[config.mk]
export PLATFORM = sky130hd
export DESIGN_NAME = color_range_centroid
export DESIGN_NICKNAME = d
export VERILOG_FILES = /design/src/rtl/crc_pkg.sv /design/src/rtl/crc_ctrl.sv /design/src/rtl/crc_datapath.sv /design/src/rtl/color_range_centroid.sv
export SDC_FILE = /design/constraint.sdc
export NUM_CORES = 1
export LEC_CHECK = 0
export BUFFER_PORTS_ARGS = -buffer_cell sky130_fd_sc_hd__buf_4
export CAP_MARGIN = 20
export CORE_UTILIZATION = 35
export CTS_BUF_LIST = sky130_fd_sc_hd__clkbuf_2 sky130_fd_sc_hd__clkbuf_4 sky130_fd_sc_hd__clkbuf_8
export CTS_CLUSTER_DIAMETER = 80
export CTS_CLUSTER_SIZE = 14
export DETAILED_ROUTE_END_ITERATION = 7
export SKIP_CTS_REPAIR_TIMING = 1
export SYNTH_ARGS = -nofsm -noshare
export SYNTH_HDL_FRONTEND = slang
export SYNTH_SLANG_ARGS = --single-unit
[constraint.sdc]
create_clock -name clk -period 11.2 [get_ports clk]
set_input_delay 2.24 -clock clk [delete_from_list [all_inputs] [get_ports clk]]
set_output_delay 2.24 -clock clk [all_outputs]
set_load 0.01 [all_outputs]
[src/rtl/crc_pkg.sv]
// crc_pkg: shared types and constants for the color range centroid block
// holds register indexes, reset values, state encoding and the
// controller/datapath command and status structs; no dependencies
package crc_pkg;

  // configuration port
  localparam int CFG_IDX_W  = 3;
  localparam int CFG_DATA_W = 8;

  localparam logic [CFG_IDX_W-1:0] REG_WINDOW_WIDTH = 3'd0;
  localparam logic [CFG_IDX_W-1:0] REG_RED_LOW      = 3'd1;
  localparam logic [CFG_IDX_W-1:0] REG_RED_HIGH     = 3'd2;
  localparam logic [CFG_IDX_W-1:0] REG_GREEN_LOW    = 3'd3;
  localparam logic [CFG_IDX_W-1:0] REG_GREEN_HIGH   = 3'd4;
  localparam logic [CFG_IDX_W-1:0] REG_BLUE_LOW     = 3'd5;
  localparam logic [CFG_IDX_W-1:0] REG_BLUE_HIGH    = 3'd6;

  // register reset values
  localparam logic [CFG_DATA_W-1:0] RST_WINDOW_WIDTH = 8'd75;
  localparam logic [CFG_DATA_W-1:0] RST_RED_LOW      = 8'd200;
  localparam logic [CFG_DATA_W-1:0] RST_RED_HIGH     = 8'd255;
  localparam logic [CFG_DATA_W-1:0] RST_GREEN_LOW    = 8'd0;
  localparam logic [CFG_DATA_W-1:0] RST_GREEN_HIGH   = 8'd100;
  localparam logic [CFG_DATA_W-1:0] RST_BLUE_LOW     = 8'd200;
  localparam logic [CFG_DATA_W-1:0] RST_BLUE_HIGH    = 8'd255;

  // pixel channel width
  localparam int CHAN_W = 8;

  // match counter saturates here, so the sums never overflow
  localparam int MATCH_W   = 15;
  localparam int MATCH_CAP = 16384;

  typedef struct packed {
    logic [CFG_DATA_W-1:0] window_width;
    logic [CFG_DATA_W-1:0] red_low;
    logic [CFG_DATA_W-1:0] red_high;
    logic [CFG_DATA_W-1:0] green_low;
    logic [CFG_DATA_W-1:0] green_high;
    logic [CFG_DATA_W-1:0] blue_low;
    logic [CFG_DATA_W-1:0] blue_high;
  } cfg_t;

  typedef enum logic [1:0] {
    ST_RUN,
    ST_LOAD,
    ST_DIV,
    ST_OUT
  } state_t;

  // controller to datapath
  typedef struct packed {
    logic accum;
    logic load;
    logic step;
  } cmd_t;

  // datapath to controller
  typedef struct packed {
    logic last_step;
  } stat_t;

endpackage

[src/rtl/crc_ctrl.sv]
// crc_ctrl: sequencer for pixel accumulation, centroid division and result beat
// depends on crc_pkg for state_t, cmd_t and stat_t
module crc_ctrl (
  input  logic          clk,
  input  logic          rst,
  input  logic          start,
  input  logic          last_pixel,
  input  crc_pkg::stat_t stat,
  output crc_pkg::cmd_t  cmd,
  output logic          busy,
  output logic          done
);
  import crc_pkg::*;

  state_t state;
  state_t state_next;

  // state register
  always_ff @(posedge clk) begin
    if (rst) begin
      state <= ST_RUN;
    end else begin
      state <= state_next;
    end
  end

  // next state
  always_comb begin
    state_next = state;
    unique case (state)
      ST_RUN: begin
        if (start && last_pixel) begin
          state_next = ST_LOAD;
        end
      end
      ST_LOAD: begin
        state_next = ST_DIV;
      end
      ST_DIV: begin
        if (stat.last_step) begin
          state_next = ST_OUT;
        end
      end
      ST_OUT: begin
        state_next = ST_RUN;
      end
      default: begin
        state_next = ST_RUN;
      end
    endcase
  end

  // outputs
  always_comb begin
    cmd.accum = (state == ST_RUN) && start;
    cmd.load  = (state == ST_LOAD);
    cmd.step  = (state == ST_DIV);
    busy      = (state != ST_RUN);
    done      = (state == ST_OUT);
  end

endmodule

[src/rtl/crc_datapath.sv]
// crc_datapath: color bounds test, coordinate counters, sums and two
// restoring dividers that produce the centroid one quotient bit per cycle
// depends on crc_pkg for cfg_t, cmd_t, stat_t and match constants
module crc_datapath #(
  parameter int MAX_WIDTH  = 128,
  parameter int MAX_HEIGHT = 128,
  localparam int COL_W = $clog2(MAX_WIDTH),
  localparam int ROW_W = $clog2(MAX_HEIGHT)
) (
  input  logic                          clk,
  input  logic                          rst,
  input  crc_pkg::cfg_t                 cfg,
  input  crc_pkg::cmd_t                 cmd,
  input  logic [crc_pkg::CHAN_W-1:0]    red,
  input  logic [crc_pkg::CHAN_W-1:0]    green,
  input  logic [crc_pkg::CHAN_W-1:0]    blue,
  output crc_pkg::stat_t                stat,
  output logic [COL_W-1:0]              centroid_x,
  output logic [ROW_W-1:0]              centroid_y,
  output logic [crc_pkg::MATCH_W-1:0]   match_count,
  output logic                          found
);
  import crc_pkg::*;

  localparam int Q_W    = (COL_W > ROW_W) ? COL_W : ROW_W;
  localparam int SUM_W  = Q_W + MATCH_W - 1;
  localparam int STEP_W = $clog2(Q_W + 1);
  localparam int EW_W   = (COL_W + 1 > CFG_DATA_W + 1) ? COL_W + 1 : CFG_DATA_W + 1;

  // window accumulation state
  logic [COL_W-1:0]   column;
  logic [ROW_W-1:0]   row;
  logic [SUM_W-1:0]   sum_columns;
  logic [SUM_W-1:0]   sum_rows;
  logic [MATCH_W-1:0] hit_count;

  // divider state
  logic [SUM_W-1:0]   rem_x;
  logic [SUM_W-1:0]   rem_y;
  logic [SUM_W-1:0]   divisor;
  logic [Q_W-1:0]     quot_x;
  logic [Q_W-1:0]     quot_y;
  logic [STEP_W-1:0]  step_cnt;

  logic [EW_W-1:0]    ww_ext;
  logic [EW_W-1:0]    w_eff;
  logic               pix_match;
  logic               row_wrap;
  logic               ge_x;
  logic               ge_y;

  // clamp the configured width into 1..MAX_WIDTH
  always_comb begin
    ww_ext = EW_W'(cfg.window_width);
    if (cfg.window_width == '0) begin
      w_eff = EW_W'(1);
    end else if (ww_ext > EW_W'(MAX_WIDTH)) begin
      w_eff = EW_W'(MAX_WIDTH);
    end else begin
      w_eff = ww_ext;
    end
  end

  // inclusive bounds on every channel, ignored once the count is capped
  assign pix_match = (red   >= cfg.red_low)   && (red   <= cfg.red_high)   &&
                     (green >= cfg.green_low) && (green <= cfg.green_high) &&
                     (blue  >= cfg.blue_low)  && (blue  <= cfg.blue_high)  &&
                     (hit_count < MATCH_W'(MATCH_CAP));

  assign row_wrap = (EW_W'(column) + EW_W'(1)) >= w_eff;

  // window counters and sums
  always_ff @(posedge clk) begin
    if (rst) begin
      column      <= '0;
      row         <= '0;
      sum_columns <= '0;
      sum_rows    <= '0;
      hit_count   <= '0;
    end else if (cmd.load) begin
      column      <= '0;
      row         <= '0;
      sum_columns <= '0;
      sum_rows    <= '0;
      hit_count   <= '0;
    end else if (cmd.accum) begin
      if (pix_match) begin
        sum_columns <= sum_columns + SUM_W'(column);
        sum_rows    <= sum_rows + SUM_W'(row);
        hit_count   <= hit_count + MATCH_W'(1);
      end
      if (row_wrap) begin
        column <= '0;
        if (row < ROW_W'(MAX_HEIGHT - 1)) begin
          row <= row + ROW_W'(1);
        end
      end else begin
        column <= column + COL_W'(1);
      end
    end
  end

  // one compare and subtract per quotient bit
  assign ge_x = rem_x >= divisor;
  assign ge_y = rem_y >= divisor;

  // restoring dividers, quotient fits in Q_W bits since sum < count << Q_W
  always_ff @(posedge clk) begin
    if (rst) begin
      step_cnt <= '0;
    end else if (cmd.load) begin
      step_cnt <= STEP_W'(Q_W - 1);
    end else if (cmd.step) begin
      step_cnt <= step_cnt - STEP_W'(1);
    end
  end

  always_ff @(posedge clk) begin
    if (cmd.load) begin
      rem_x       <= sum_columns;
      rem_y       <= sum_rows;
      divisor     <= SUM_W'(hit_count) << (Q_W - 1);
      quot_x      <= '0;
      quot_y      <= '0;
      match_count <= hit_count;
      found       <= (hit_count != '0);
    end else if (cmd.step) begin
      if (ge_x) begin
        rem_x <= rem_x - divisor;
      end
      if (ge_y) begin
        rem_y <= rem_y - divisor;
      end
      quot_x  <= {quot_x[Q_W-2:0], ge_x};
      quot_y  <= {quot_y[Q_W-2:0], ge_y};
      divisor <= divisor >> 1;
    end
  end

  assign stat.last_step = (step_cnt == '0);

  // no match gives a zero centroid
  assign centroid_x = found ? quot_x[COL_W-1:0] : '0;
  assign centroid_y = found ? quot_y[ROW_W-1:0] : '0;

endmodule

[src/rtl/color_range_centroid.sv]
// color_range_centroid: top level with configuration registers, crc_ctrl and
// crc_datapath; depends on crc_pkg. Pixels are taken one per cycle while busy is low.
// After the last pixel busy stays high through one load, one step per quotient bit
// of the restoring dividers, Q_W = max(clog2(MAX_WIDTH), clog2(MAX_HEIGHT)) (7 at
// defaults), and one result beat on done. The receiver cannot stall.
// Synchronous reset restores register defaults and clears the window counters.
module color_range_centroid #(
  parameter int MAX_WIDTH  = 128,
  parameter int MAX_HEIGHT = 128,
  localparam int COL_W = $clog2(MAX_WIDTH),
  localparam int ROW_W = $clog2(MAX_HEIGHT)
) (
  input  logic                            clk,
  input  logic                            rst,
  input  logic                            start,
  output logic                            busy,
  input  logic [crc_pkg::CHAN_W-1:0]      red,
  input  logic [crc_pkg::CHAN_W-1:0]      green,
  input  logic [crc_pkg::CHAN_W-1:0]      blue,
  input  logic                            last_pixel,
  output logic                            done,
  output logic [COL_W-1:0]                centroid_x,
  output logic [ROW_W-1:0]                centroid_y,
  output logic [crc_pkg::MATCH_W-1:0]     match_count,
  output logic                            found,
  input  logic                            cfg_valid,
  output logic                            cfg_ready,
  input  logic [crc_pkg::CFG_IDX_W-1:0]   cfg_index,
  input  logic [crc_pkg::CFG_DATA_W-1:0]  cfg_data
);
  import crc_pkg::*;

  cfg_t  cfg;
  cmd_t  cmd;
  stat_t stat;

  assign cfg_ready = 1'b1;

  // configuration registers
  always_ff @(posedge clk) begin
    if (rst) begin
      cfg.window_width <= RST_WINDOW_WIDTH;
      cfg.red_low      <= RST_RED_LOW;
      cfg.red_high     <= RST_RED_HIGH;
      cfg.green_low    <= RST_GREEN_LOW;
      cfg.green_high   <= RST_GREEN_HIGH;
      cfg.blue_low     <= RST_BLUE_LOW;
      cfg.blue_high    <= RST_BLUE_HIGH;
    end else if (cfg_valid && cfg_ready) begin
      unique case (cfg_index)
        REG_WINDOW_WIDTH: cfg.window_width <= cfg_data;
        REG_RED_LOW:      cfg.red_low      <= cfg_data;
        REG_RED_HIGH:     cfg.red_high     <= cfg_data;
        REG_GREEN_LOW:    cfg.green_low    <= cfg_data;
        REG_GREEN_HIGH:   cfg.green_high   <= cfg_data;
        REG_BLUE_LOW:     cfg.blue_low     <= cfg_data;
        REG_BLUE_HIGH:    cfg.blue_high    <= cfg_data;
        default: begin
        end
      endcase
    end
  end

  crc_ctrl u_ctrl (
    .clk        (clk),
    .rst        (rst),
    .start      (start),
    .last_pixel (last_pixel),
    .stat       (stat),
    .cmd        (cmd),
    .busy       (busy),
    .done       (done)
  );

  crc_datapath #(
    .MAX_WIDTH  (MAX_WIDTH),
    .MAX_HEIGHT (MAX_HEIGHT)
  ) u_datapath (
    .clk         (clk),
    .rst         (rst),
    .cfg         (cfg),
    .cmd         (cmd),
    .red         (red),
    .green       (green),
    .blue        (blue),
    .stat        (stat),
    .centroid_x  (centroid_x),
    .centroid_y  (centroid_y),
    .match_count (match_count),
    .found       (found)
  );

  // a result beat only comes while busy, and frees the block next cycle
  a_done_busy: assert property (@(posedge clk) disable iff (rst)
    done |-> busy ##1 !busy)
    else $error("result beat outside busy window or busy held after it");

  // the last pixel of a window starts the division
  a_last_busy: assert property (@(posedge clk) disable iff (rst)
    (start && !busy && last_pixel) |=> busy)
    else $error("last pixel accepted without entering division");

  // found agrees with the reported count
  a_found_count: assert property (@(posedge clk) disable iff (rst)
    done |-> (found == (match_count != '0)))
    else $error("found flag disagrees with match count");

  // an empty window reports a zero centroid
  a_empty_zero: assert property (@(posedge clk) disable iff (rst)
    (done && !found) |-> (centroid_x == '0) && (centroid_y == '0))
    else $error("nonzero centroid with no match");

endmodule
==> impl_results.md, run 1 <==
* Final period utilization at 42.25%
* Via-to-Cell Ratio at 5.171
* CTS sink count at 225
* Critical Path Start: blue[6]
* CTS HTree Levels at 1
* Final wirelength at 31.08 mm
* Sw Share at 41.05%
* Final Skew at 0.02503 ns
* Reg-to-reg startpoint: u_datapath.divisor[1]$_SDFFE_PP0P_
* Worst Setup EP: u_datapath.sum_columns[20]$_SDFFE_PP0P_
* Die X at 195.8 µm
* Clk_lat worst skew at 0.56 ns
* Detail-routed net length per standard cell at 15.43 µm
* Nets at 1704
* Die footprint at 38360 µm²
* Worst vdd ir at 0.08588 mV
* Syn avg cell area at between 8 and 9 µm²
* Final setup fails at 0
* # DRC at 0
* Crit path DAT at between 5 and 6 ns
* CTS Root Cell: clkbuf_8
* First-pass GRT wire length at 50.74 mm
* PnR worst setup slack at 6.468 ns
* Post-synthesis sequential element count at 225
* Worst-Margin Slew at 0.9292 ns
* Cell taking the most area after synthesis: dfxtp_1
* Num rows at 70
* Mapped cell area at 13150 µm²
* Crit Path Max Fanout at 38
* Ys async rst share at 0%
* Reg2Reg Setup Slack at ~7.3 ns
* Lkg Pwr at a little under 6 nW
* Crit path time final at roughly 4.7 ns
* Synth Warn # at 0
* Status: completed
* DR vias at 10.42k
* Hpwl dp at 22.95 mm
* Sequential area share after synthesis at 39.81%
* # diodes at 0
* Worst Path Required at 11.64 ns
* Synthesized netlist cell count at 1489
* Setup crit start kind: input pin
* CP Cell Sequence: buf_4 -> ha_1 -> a21o_1 -> a21oi_2 -> o2111ai_1 -> a2111oi_2 -> nand4_1 -> nor3_4 -> buf_4 -> nand2_1 -> or4_1 -> mux2i_1
* Worst path max stage delay at 0.56 ns
* Yosys top cell area share at 23.14%
* Worst path most repeated cell: buf_4
* EDFF count, synth at 73
* Share of layout cells above drive strength 1 at 8.732%
* I/O Buffers at between 70 and 80
* Slowest-stage cell, CP: or4_1
* Worst slew margin relative to its limit at between 30% and 40%
* Sequential group share of total power at a little over a third
* Reg clk slew, reported paths at 0.09 ns
* Initial DRC count at 547
* RePlAce Congestion at around 0.8
* Max-Cap Viols at 0
* # IOs at 73
* Overall power at 3.411 mW
* Largest net degree at the start of global routing at 87
* FF-to-FF End: u_datapath.rem_x[20]$_DFFE_PP_
* Die Y at 195.8 µm
* NetSw at 1.400 mW
* Total GRT Usage at 16.24%
* Kind of critical path: input pin to flop
* Max Fclk at 211.3 MHz
* Cell count of the worst hold path at 2
* Dominant cells by area after synthesis: dfxtp_1, edfxtp_1, ha_1, nand2_1, nor2_1
* Clock share of power at 14.2%
* Setup_tns at 0 ns
* Fin util at 39.46%
* Crit. End Element: flop
* RSZ-0062 raised after global routing: false
* Distinct cell type count after synthesis at slightly above 70
* R2R cell count at 12
* Core Area at roughly 37000 µm²
* Clock Path Buffers at 3
* Hold Crit Start: cfg[41]$_SDFFE_PP0P_
* Final hold slack at 0.4624 ns
* Final antenna-violating net count at 0
* Initial antenna violation count at 0
* Endpoints failing hold at 0
* Most used DFF post-synth: dfxtp_1
* Filler cells at 3688
* Pins Over Slew Limit at 0
* Drt first pass iters at 5
* CTS tree: built
* Internal at 2.011 mW
* Pwr dens at 235.0 nW/µm²
* Area Overhead vs Synth at 10.37%
* Comb power frac at 50.8%
* CTS Buf Count at 20
* Class of the worst hold path: flop to flop
* Starting Density at between 30% and 40%
* Vias in the first global route at 9829
* GRT overflow at 0
* Post-Place Setup Slack at 5.889 ns
* Synthesized net count at 1656
power groups by stage:
stage               combinational (mW)  sequential (mW)  clock (mW)
CTS                               1.74             1.20       0.504
global route                      1.94             1.21       0.535
finish                            1.73             1.19       0.483
detailed placement                1.73             1.21           0
global placement                  1.70             1.21           0
floorplan                         1.31             1.20           0
cell families (layout without fill, tap and decap cells):
group | count (synthesis) | after routing | synth area share [%]
and+or+nand+nor | 579 | 579 | 21.22
AOI/OAI and AO/OA | 286 | 286 | 13.85
DFF | 225 | 225 | 39.81
buffers and inverters | 154 | 211 | 4.519
adders and majority gates | 127 | 127 | 12.31
xor gates and xnor gates | 68 | 68 | 4.529
muxes | 49 | 49 | 3.739
other | 1 | 1 | 0.02851
worst min-delay path by stage:
stage / end
floorplan: u_datapath.match_count[9]$_DFFE_PP_
global placement: cfg[44]$_SDFFE_PP0P_
detailed placement: cfg[41]$_SDFFE_PP0P_
CTS: cfg[41]$_SDFFE_PP0P_
global route: cfg[42]$_SDFFE_PP0P_
finish: cfg[41]$_SDFFE_PP0P_
state kept, by name, summed over array words and instances (netlist names), 3 cells and up:
name and cells:
cfg 56, u_datapath.divisor 21, u_datapath.rem_x 21, u_datapath.rem_y 21
u_datapath.sum_columns 21, u_datapath.sum_rows 21, u_datapath.hit_count 15, u_datapath.match_count 15
u_datapath.column 7, u_datapath.quot_x 7, u_datapath.quot_y 7, u_datapath.row 7
u_datapath.step_cnt 3
layer usage:
metal	routed length, µm	vias to the layer above	GRT usage [%]
li1	-	5338	-
met1	15070	4843	22.20
met2	14060	185	26.99
met3	1181	49	2.011
met4	774	0	4.311
met5	0	-	0
cells in the mapped netlist, drive strengths merged (21+ instances only):
| cell type | n |
|---|---|
| nand4 | 24 |
| nor2b | 24 |
| mux2i | 48 |
| ha | 123 |
| dfxtp | 152 |
| a21oi | 85 |
| inv | 98 |
| xnor2 | 28 |
| nand2 | 181 |
| nor2 | 147 |
| nand2b | 22 |
| clkbuf | 41 |
| nor3 | 27 |
| a21o | 21 |
| nand3 | 40 |
| o21ai | 85 |
| and2 | 24 |
| and3 | 22 |
| xor2 | 40 |
| edfxtp | 73 |
area by class of cell:
| class | count | area, µm² | area share, % |
|---|---|---|---|
| timing repair buffer | 81 | 608.1 | 4.189 |
| tap | 468 | 585.6 | 4.034 |
| clock inverter | 2 | 15.01 | 0.1034 |
| multi-input combinational | 1110 | 7351 | 50.64 |
| inverter | 99 | 371.6 | 2.560 |
| clock buffer | 29 | 349.1 | 2.405 |
| sequential | 225 | 5235 | 36.07 |
layout by cell type, fill, tap and decap left out, drive strengths merged, types with 5 or more instances in the layout:
cell	count
nand2	181
dfxtp	152
nor2	147
ha	123
inv	99
o21ai	85
a21oi	85
buf	81
edfxtp	73
mux2i	48
xor2	40
nand3	40
clkbuf	29
xnor2	28
nor3	27
and2	24
nor2b	24
nand4	24
and3	22
nand2b	22
a21o	21
or3	19
a211o	19
nor4	14
a211oi	13
nand3b	13
o31ai	11
o21a	7
nor4b	6
a31oi	6
a22o	5
worst max-delay path, delay by kind of cell:
| kind | cells | cell delay (ns) |
|---|---|---|
| AOI/OAI and AO/OA | 4 | 0.80 |
| adders and majority gates | 1 | 0.30 |
| buffers and inverters | 2 | 0.55 |
| muxes | 1 | 0.13 |
| and+or+nand+nor | 4 | 1.13 |
metrics by stage:
stage,std cells,cell area (µm²)
floorplan,1489,13150
global placement,1983,14150
detailed placement,1983,14150
CTS,2014,14520
global route,2014,14520
finish,2014,14520
(Power assumes the default switching activity.)
==> run 2: changes to the inputs <==
--- a/config.mk
+++ b/config.mk
@@ -5,6 +5,7 @@
 export SDC_FILE = /design/constraint.sdc
 export NUM_CORES = 1
 export LEC_CHECK = 0
+export ABC_AREA = 1
 export BUFFER_PORTS_ARGS = -buffer_cell sky130_fd_sc_hd__buf_4
 export CAP_MARGIN = 20
 export CORE_UTILIZATION = 35
==> constraint.sdc (replaced) <==
create_clock -name clk -period 4.7 [get_ports clk]
set_input_delay 0.94 -clock clk [delete_from_list [all_inputs] [get_ports clk]]
set_output_delay 0.94 -clock clk [all_outputs]
set_load 0.01 [all_outputs]
==> run 2 against run 1 <==
Count of clock-buffer cells in the layout is 3 higher. Power grew to 2.7 times the previous value. Highest routed layer unchanged. Combinational power grew to 2.9 times the previous value. Largest power group unchanged. Worst hold slack worse by 0.0015 ns. Design area is 6.1% higher. Critical path type is now flop to flop. Clock power grew to 2.6 times the previous value.
==> impl_results.md, run 2 <==
* Yosys top cell area share at 21.87% (-1.3 points)
* Setup crit start kind: flop
* Synthesized netlist cell count at 1898 (+27%)
* Share of layout cells above drive strength 1 at 7.485% (-1.2 points)
* Max reg flops at 56 (unchanged)
* FF-to-FF End: u_datapath.rem_y[6]$_DFFE_PP_
* GRT overflow at 0 (unchanged)
* Storage element area at 5235 µm² (unchanged)
* Cell count of the worst hold path at 2 (unchanged)
* Footprint of the multi-input gates at 7435 µm² (+1.1%)
* # DRC at 0 (unchanged)
* Post-synth top cells: nand2_1, inv_1, nor2_1
* Pins Over Slew Limit at 0 (unchanged)
* Class of the worst hold path: flop to flop
* Lkg Pwr at 6.877 nW (+16%)
* Via-to-Cell Ratio at 5.052 (-2.3%)
* Starting Density at 35.75% (about the same)
* Reg-to-reg startpoint: u_datapath.divisor[1]$_SDFFE_PP0P_
* Initial antenna violation count at 0 (unchanged)
* Final wirelength at 38.60 mm (+24%)
* Initial DRC count at 1026 (+88%)
* Die footprint at 40560 µm² (+5.7%)
* Final antenna-violating net count at 0 (unchanged)
* Crit path DAT at 3.03 ns (-2.15 ns)
* Max Fclk at approximately 360 MHz
* Synthesized net count at 2065 (+25%)
* Count leader, synth: nand2_1
* Most frequent cells in the layout: nand2_1, inv_1, nor2_1, dfxtp_1, a21oi_1
* EDFF count, synth at 73 (unchanged)
* Die Y at 201.4 µm (+2.8%)
* Syn avg cell area at 7.331 µm² (-17%)
* Ys async rst share at 0% (unchanged)
* Distinct cell type count after synthesis at 49 (-31%)
* Dominant cells by area after synthesis: dfxtp_1, edfxtp_1, ha_1, nand2_1, inv_1
* Worst path max stage delay at 0.46 ns (-0.10 ns)
* Die X at 201.4 µm (+2.8%)
* Final period utilization at 59.90%
* Mapped cell area at 13910 µm² (+5.8%)
* Hold Path End: cfg[24]$_SDFFE_PP0P_
* Core Area at 38920 µm² (+5.8%)
* Final Skew at 0.02643 ns (+0.001400 ns)
* Crit. End Element: flop
* Max-Cap Viols at 0 (unchanged)
* Post-synthesis sequential element count at 225 (unchanged)
* I/O Buffers at 71 (unchanged)
* Worst slew margin relative to its limit at 35.45% (-2.4 points)
* Pwr dens at 601.7 nW/µm² (+160%)
* CTS sink count at 225 (unchanged)
* Kind of critical path: flop to flop
* Hpwl dp at 28.86 mm (+26%)
* Status: completed
* Detail-routed net length per standard cell at 15.55 µm (+0.76%)
* First-pass GRT wire length at 61.94 mm (+22%)
* Sequential area share after synthesis at 37.62% (-2.2 points)
* Total GRT Usage at 18.80% (+2.6 points)
* Worst Path Required at 4.92 ns (-6.72 ns)
* Commonest non-fill, non-tap cell in the layout: nand2_1
* CTS tree: built
* CTS Root Cell: clkbuf_8
* Reg clk slew, reported paths at 0.10 ns (about the same)
* Synth Warn # at 0 (unchanged)
* Reg2Reg Setup Slack at 1.88 ns (-5.40 ns)
* Crit path time final at 2.815 ns
* # diodes at 0 (unchanged)
* CTS Buf Count at 20 (unchanged)
* Most used DFF post-synth: dfxtp_1
* Slowest-stage cell, CP: dfxtp_1
* RePlAce Congestion at 0.9341 (+15%)
* Crit Path Max Fanout at 21 (-45%)
* Filler cells at 4079 (+11%)
* Most flops, register: cfg
* CP Cell Sequence: inv_1 -> ha_1 -> nand2_1 -> o21ai_1 -> a21oi_1 -> inv_1 -> nand2_1 -> o2111ai_1 -> nor2_1 -> nor2_1 -> buf_4
* Cell taking the most area after synthesis: dfxtp_1
* Vias in the first global route at 11.75k (+20%)
* Nets at 2119 (+24%)
* Overall power at 9.265 mW (+170%)
* R2R cell count at 11 (-1)
* Worst vdd ir at 0.3078 mV (+260%)
* Setup_tns at 0 ns (unchanged)
* Worst-Margin Slew at 0.9682 ns (+0.03900 ns)
* Drt first pass iters at 5 (unchanged)
* Area Overhead vs Synth at 10.66%
* Endpoints failing hold at 0 (unchanged)
* # IOs at 73 (unchanged)
* Hold Crit Start: cfg[24]$_SDFFE_PP0P_
* Clock Path Buffers at 3 (unchanged)
* Final setup fails at 0 (unchanged)
* Num rows at 72 (+2.9%)
* Largest net degree at the start of global routing at 61 (-30%)
* CTS HTree Levels at 1 (unchanged)
* DR vias at 12.54k (+20%)
* Clk_lat worst skew at 0.56 ns (about the same)
* RSZ-0062 raised after global routing: false
## run 2: cell types whose count changed in the layout (fill, tap and decap cells not counted), moves of 28 or more
cell,previous run,this run
nand2_1,181,406
xor2_1,40,10
mux2i_1,48,0
nand3_1,40,118
nand4_1,24,52
o21ai_0,84,144
a21oi_1,81,151
inv_1,98,265
nor2_1,147,188
## run 2: worst max-delay path, delay by kind of cell, from the launching register on
| family | cells | cell delay [ns] |
|---|---|---|
| adders and majority gates | 1 | 0.32 |
| buffers and inverters | 3 | 0.59 |
| DFF | 1 | 0.46 |
| and+or+nand+nor | 4 | 0.29 |
| AOI/OAI and AO/OA | 3 | 0.79 |
## run 2: cell type report
cell class              count  area share, %
flip-flops and latches    225          34.00
clock buffers              32          2.495
multi-input cells        1352          48.29
inverters                 270          6.598
clock inverters             2         0.2357
repair buffers             83          4.177
well taps                 518          4.209
## run 2: kinds of logic after synthesis
family | Yosys count | share of synthesized area [%]
simple gates | 826 | 25.55
buf+inv | 321 | 8.983
compound gates | 376 | 14.80
xor+xnor | 22 | 1.385
other cells | 1 | 0.02695
flops | 225 | 37.62
fa+ha+maj | 127 | 11.64
## run 2: per-stage QoR
step                worst slack [ns]  instance area, µm²  std cells  utilization [%]  hold slack, ns
finish                         1.885               15400       2482            39.56          0.4608
global placement               1.511               14950       2447            38.41          0.4408
floorplan                      1.863               13910       1898                -          0.4274
detailed placement             1.476               14980       2448            38.48          0.4487
global route                   1.629               15400       2482            39.56          0.4752
CTS                            1.814               15400       2482            39.56          0.4643
## run 2: worst max-delay path by stage
stage                                                  start                                      end  slack (ns)  cells after the start
after floorplan                 u_ctrl.state[1]$_SDFFE_PP0P_            u_datapath.rem_x[0]$_DFFE_PP_        1.86                      6
after global placement                               blue[3]    u_datapath.hit_count[10]$_SDFFE_PP0P_        1.51                     14
after detailed placement                             blue[3]  u_datapath.sum_columns[14]$_SDFFE_PP0P_        1.48                     14
after CTS                 u_datapath.divisor[1]$_SDFFE_PP0P_            u_datapath.rem_y[6]$_DFFE_PP_        1.81                     11
after global routing                    cfg[51]$_SDFFE_PP1P_           u_datapath.row[2]$_SDFFE_PP0P_        1.63                     15
final                     u_datapath.divisor[1]$_SDFFE_PP0P_            u_datapath.rem_y[6]$_DFFE_PP_        1.88                     11
## run 2: where the power goes
group	leakage (nW)	switching [mW]	internal (mW)
Combinational	4.72	3.39	1.69
Clock	0.225	0.692	0.576
Sequential	1.93	0.174	2.74
## run 2: layer usage
| metal | share of wire [%] | global-route usage, % | routed length, µm | up-vias |
|---|---|---|---|---|
| met5 | 0 | 0 | 0 | - |
| met4 | 2.3 | 5.411 | 899 | 0 |
| met3 | 5.0 | 1.960 | 1922 | 48 |
| met2 | 44 | 30.43 | 17070 | 300 |
| met1 | 48 | 26.38 | 18710 | 5752 |
| li1 | - | - | - | 6439 |
==> run 3: changes to the inputs <==
==> constraint.sdc (replaced) <==
create_clock -name clk -period 2.5 [get_ports clk]
set_input_delay 0.5 -clock clk [delete_from_list [all_inputs] [get_ports clk]]
set_output_delay 0.5 -clock clk [all_outputs]
set_load 0.01 [all_outputs]
==> run 3 against run 2 <==
Sequential share of layout area decreased by 2.2 points. Final cell count up 4.4%. Die area stayed put. Via count is 3.5% higher. Non-clock buffer count up 109. Routed wire length increased by 4.3%. Flip-flop and latch count unchanged. Maximum frequency rose by 15%. Core utilization increased by 2.8 points. Critical path type unchanged. Largest cell class unchanged.
==> impl_results.md, run 3 (same netlist as run 2, synthesis figures left out) <==
* CTS Root Cell: clkbuf_8
* Max Fclk at 407.0 MHz (+15%)
* Hpwl dp at 30.21 mm (+4.7%)
* RSZ-0062 raised after global routing: true
* Core Area at 38920 µm² (unchanged)
* CTS Buf Count at 21 (+5.0%)
* Total GRT Usage at 19.52% (+0.71 points)
* Finished Layout Cells at 2592 (+4.4%)
* Final wirelength at 40.27 mm (+4.3%)
* GRT overflow at 0 (unchanged)
* Die footprint at 40560 µm² (unchanged)
* Crit. End Element: flop
* Worst vdd ir at 0.4947 mV (+61%)
* Vias in the first global route at 12.24k (+4.2%)
* Crit path DAT at 2.79 ns (-0.24 ns)
* Final hold slack at 0.1239 ns (-0.3369 ns)
* Lkg Pwr at 7.435 nW (+8.1%)
* DR vias at 12.98k (+3.5%)
* Starting Density at 35.75% (unchanged)
* First-pass GRT wire length at 63.95 mm (+3.2%)
* Pwr dens at 1221 nW/µm² (+100%)
* Inst Count DP at 2552 (+4.2%)
* Share of layout cells above drive strength 1 at 13.98% (+6.5 points)
* Setup crit start kind: flop
* Via-to-Cell Ratio at 5.007 (-0.90%)
* # IOs at 73 (unchanged)
* Crit path time final at 2.457 ns (-0.3582 ns)
* CTS sink count at 225 (unchanged)
* Worst slew margin relative to its limit at 36.05% (+0.59 points)
* Final antenna-violating net count at 0 (unchanged)
* Reg clk slew, reported paths at 0.11 ns (about the same)
* Detail-routed net length per standard cell at 15.54 µm (-0.10%)
* Commonest non-fill, non-tap cell in the layout: nand2_1
* Kind of critical path: flop to flop
* # diodes at 0 (unchanged)
* Die X at 201.4 µm (unchanged)
* Pins Over Slew Limit at 0 (unchanged)
* Clk_lat worst skew at 0.59 ns (+0.03 ns)
* Die Y at 201.4 µm (unchanged)
* Most frequent cells in the layout: nand2_1, inv_1, buf_4, nor2_1, dfxtp_1
* Worst-Margin Slew at 0.9593 ns (-0.008908 ns)
* Nets at 2230 (+5.2%)
* CTS HTree Levels at 1 (unchanged)
* Status: completed
* Final Skew at 0.04734 ns (+0.02090 ns)
* Num rows at 72 (unchanged)
* CTS tree: built
* I/O Buffers at 71 (unchanged)
* Final setup fails at 0 (unchanged)
* Most flops, register: cfg
* Worst Path Required at 2.83 ns (-2.09 ns)
* # DRC at 0 (unchanged)
* PnR worst setup slack at 0.04275 ns (-1.842 ns)
* Fin util at 42.36% (+2.8 points)
* Clock Path Buffers at 3 (unchanged)
* Reg2Reg Setup Slack at 0.04 ns (-1.84 ns)
* Endpoints failing hold at 0 (unchanged)
* Max-Cap Viols at 0 (unchanged)
* Initial DRC count at 1038 (+1.2%)
* Largest net degree at the start of global routing at 58 (-4.9%)
* RePlAce Congestion at 0.9086 (-2.7%)
* Max reg flops at 56 (unchanged)
* Final period utilization at 98.29% (+38 points)
* Initial antenna violation count at 1 (+1)
* Crit Path Max Fanout at 8 (-62%)
* Drt first pass iters at 5 (unchanged)
* Class of the worst hold path: input pin to flop
* Area Overhead vs Synth at 18.49%
* Post-Place Setup Slack at -0.06229 ns (-1.539 ns)
run 3: layer usage:
metal / up-vias / GRT usage [%] / share of wire (%)
met5: - / 0 / 0.032
met4: 2 / 4.924 / 2.1
met3: 54 / 2.543 / 4.9
met2: 258 / 31.88 / 45
met1: 6003 / 27.09 / 48
li1: 6660 / - / -
run 3: area by class of cell:
| type | count | area [µm²] |
|---|---|---|
| Fill cell | 4068 | 22430 |
| Multi-Input combinational cell | 1353 | 7650 |
| Sequential cell | 225 | 5238 |
| Timing Repair Buffer | 192 | 1541 |
| Inverter | 270 | 1018 |
| Tap cell | 518 | 648.1 |
| Clock buffer | 30 | 362.8 |
| Clock inverter | 4 | 28.78 |
run 3: worst paths after layout:
path | from | endpoint | cells past startpoint
worst max-delay path | u_datapath.divisor[16]$_DFFE_PP_ | u_datapath.rem_x[7]$_DFFE_PP_ | 10
worst min-delay path | rst | u_ctrl.state[0]$_SDFFE_PP0P_ | 2
worst max register to register | u_datapath.divisor[16]$_DFFE_PP_ | u_datapath.rem_x[7]$_DFFE_PP_ | 10
worst min register to register | cfg[24]$_SDFFE_PP0P_ | cfg[24]$_SDFFE_PP0P_ | 2
run 3: metrics by stage:
step,setup TNS (ns),area (µm²),power [mW]
after floorplan,0,13930,12.38
after global placement,-0.02784,15800,16.86
after detailed placement,-2.031,15800,16.97
after CTS,-2.210,16190,19.36
after global routing,-0.8323,16490,21.82
final,0,16490,20.13
run 3: power by group:
group	switching, mW	internal [mW]
Clock	1.37	0.949
Sequential	0.341	5.15
Combinational	7.20	5.12
run 3: worst max-delay path, stage by stage, from the launching register on:
cell,delay [ns]
edfxtp_1,0.40
inv_1,0.16
ha_1,0.29
buf_4,0.15
a21oi_1,0.15
o21ai_0,0.19
a21oi_1,0.18
o2111ai_1,0.16
nor2_2,0.28
nor2_4,0.09
buf_12,0.16
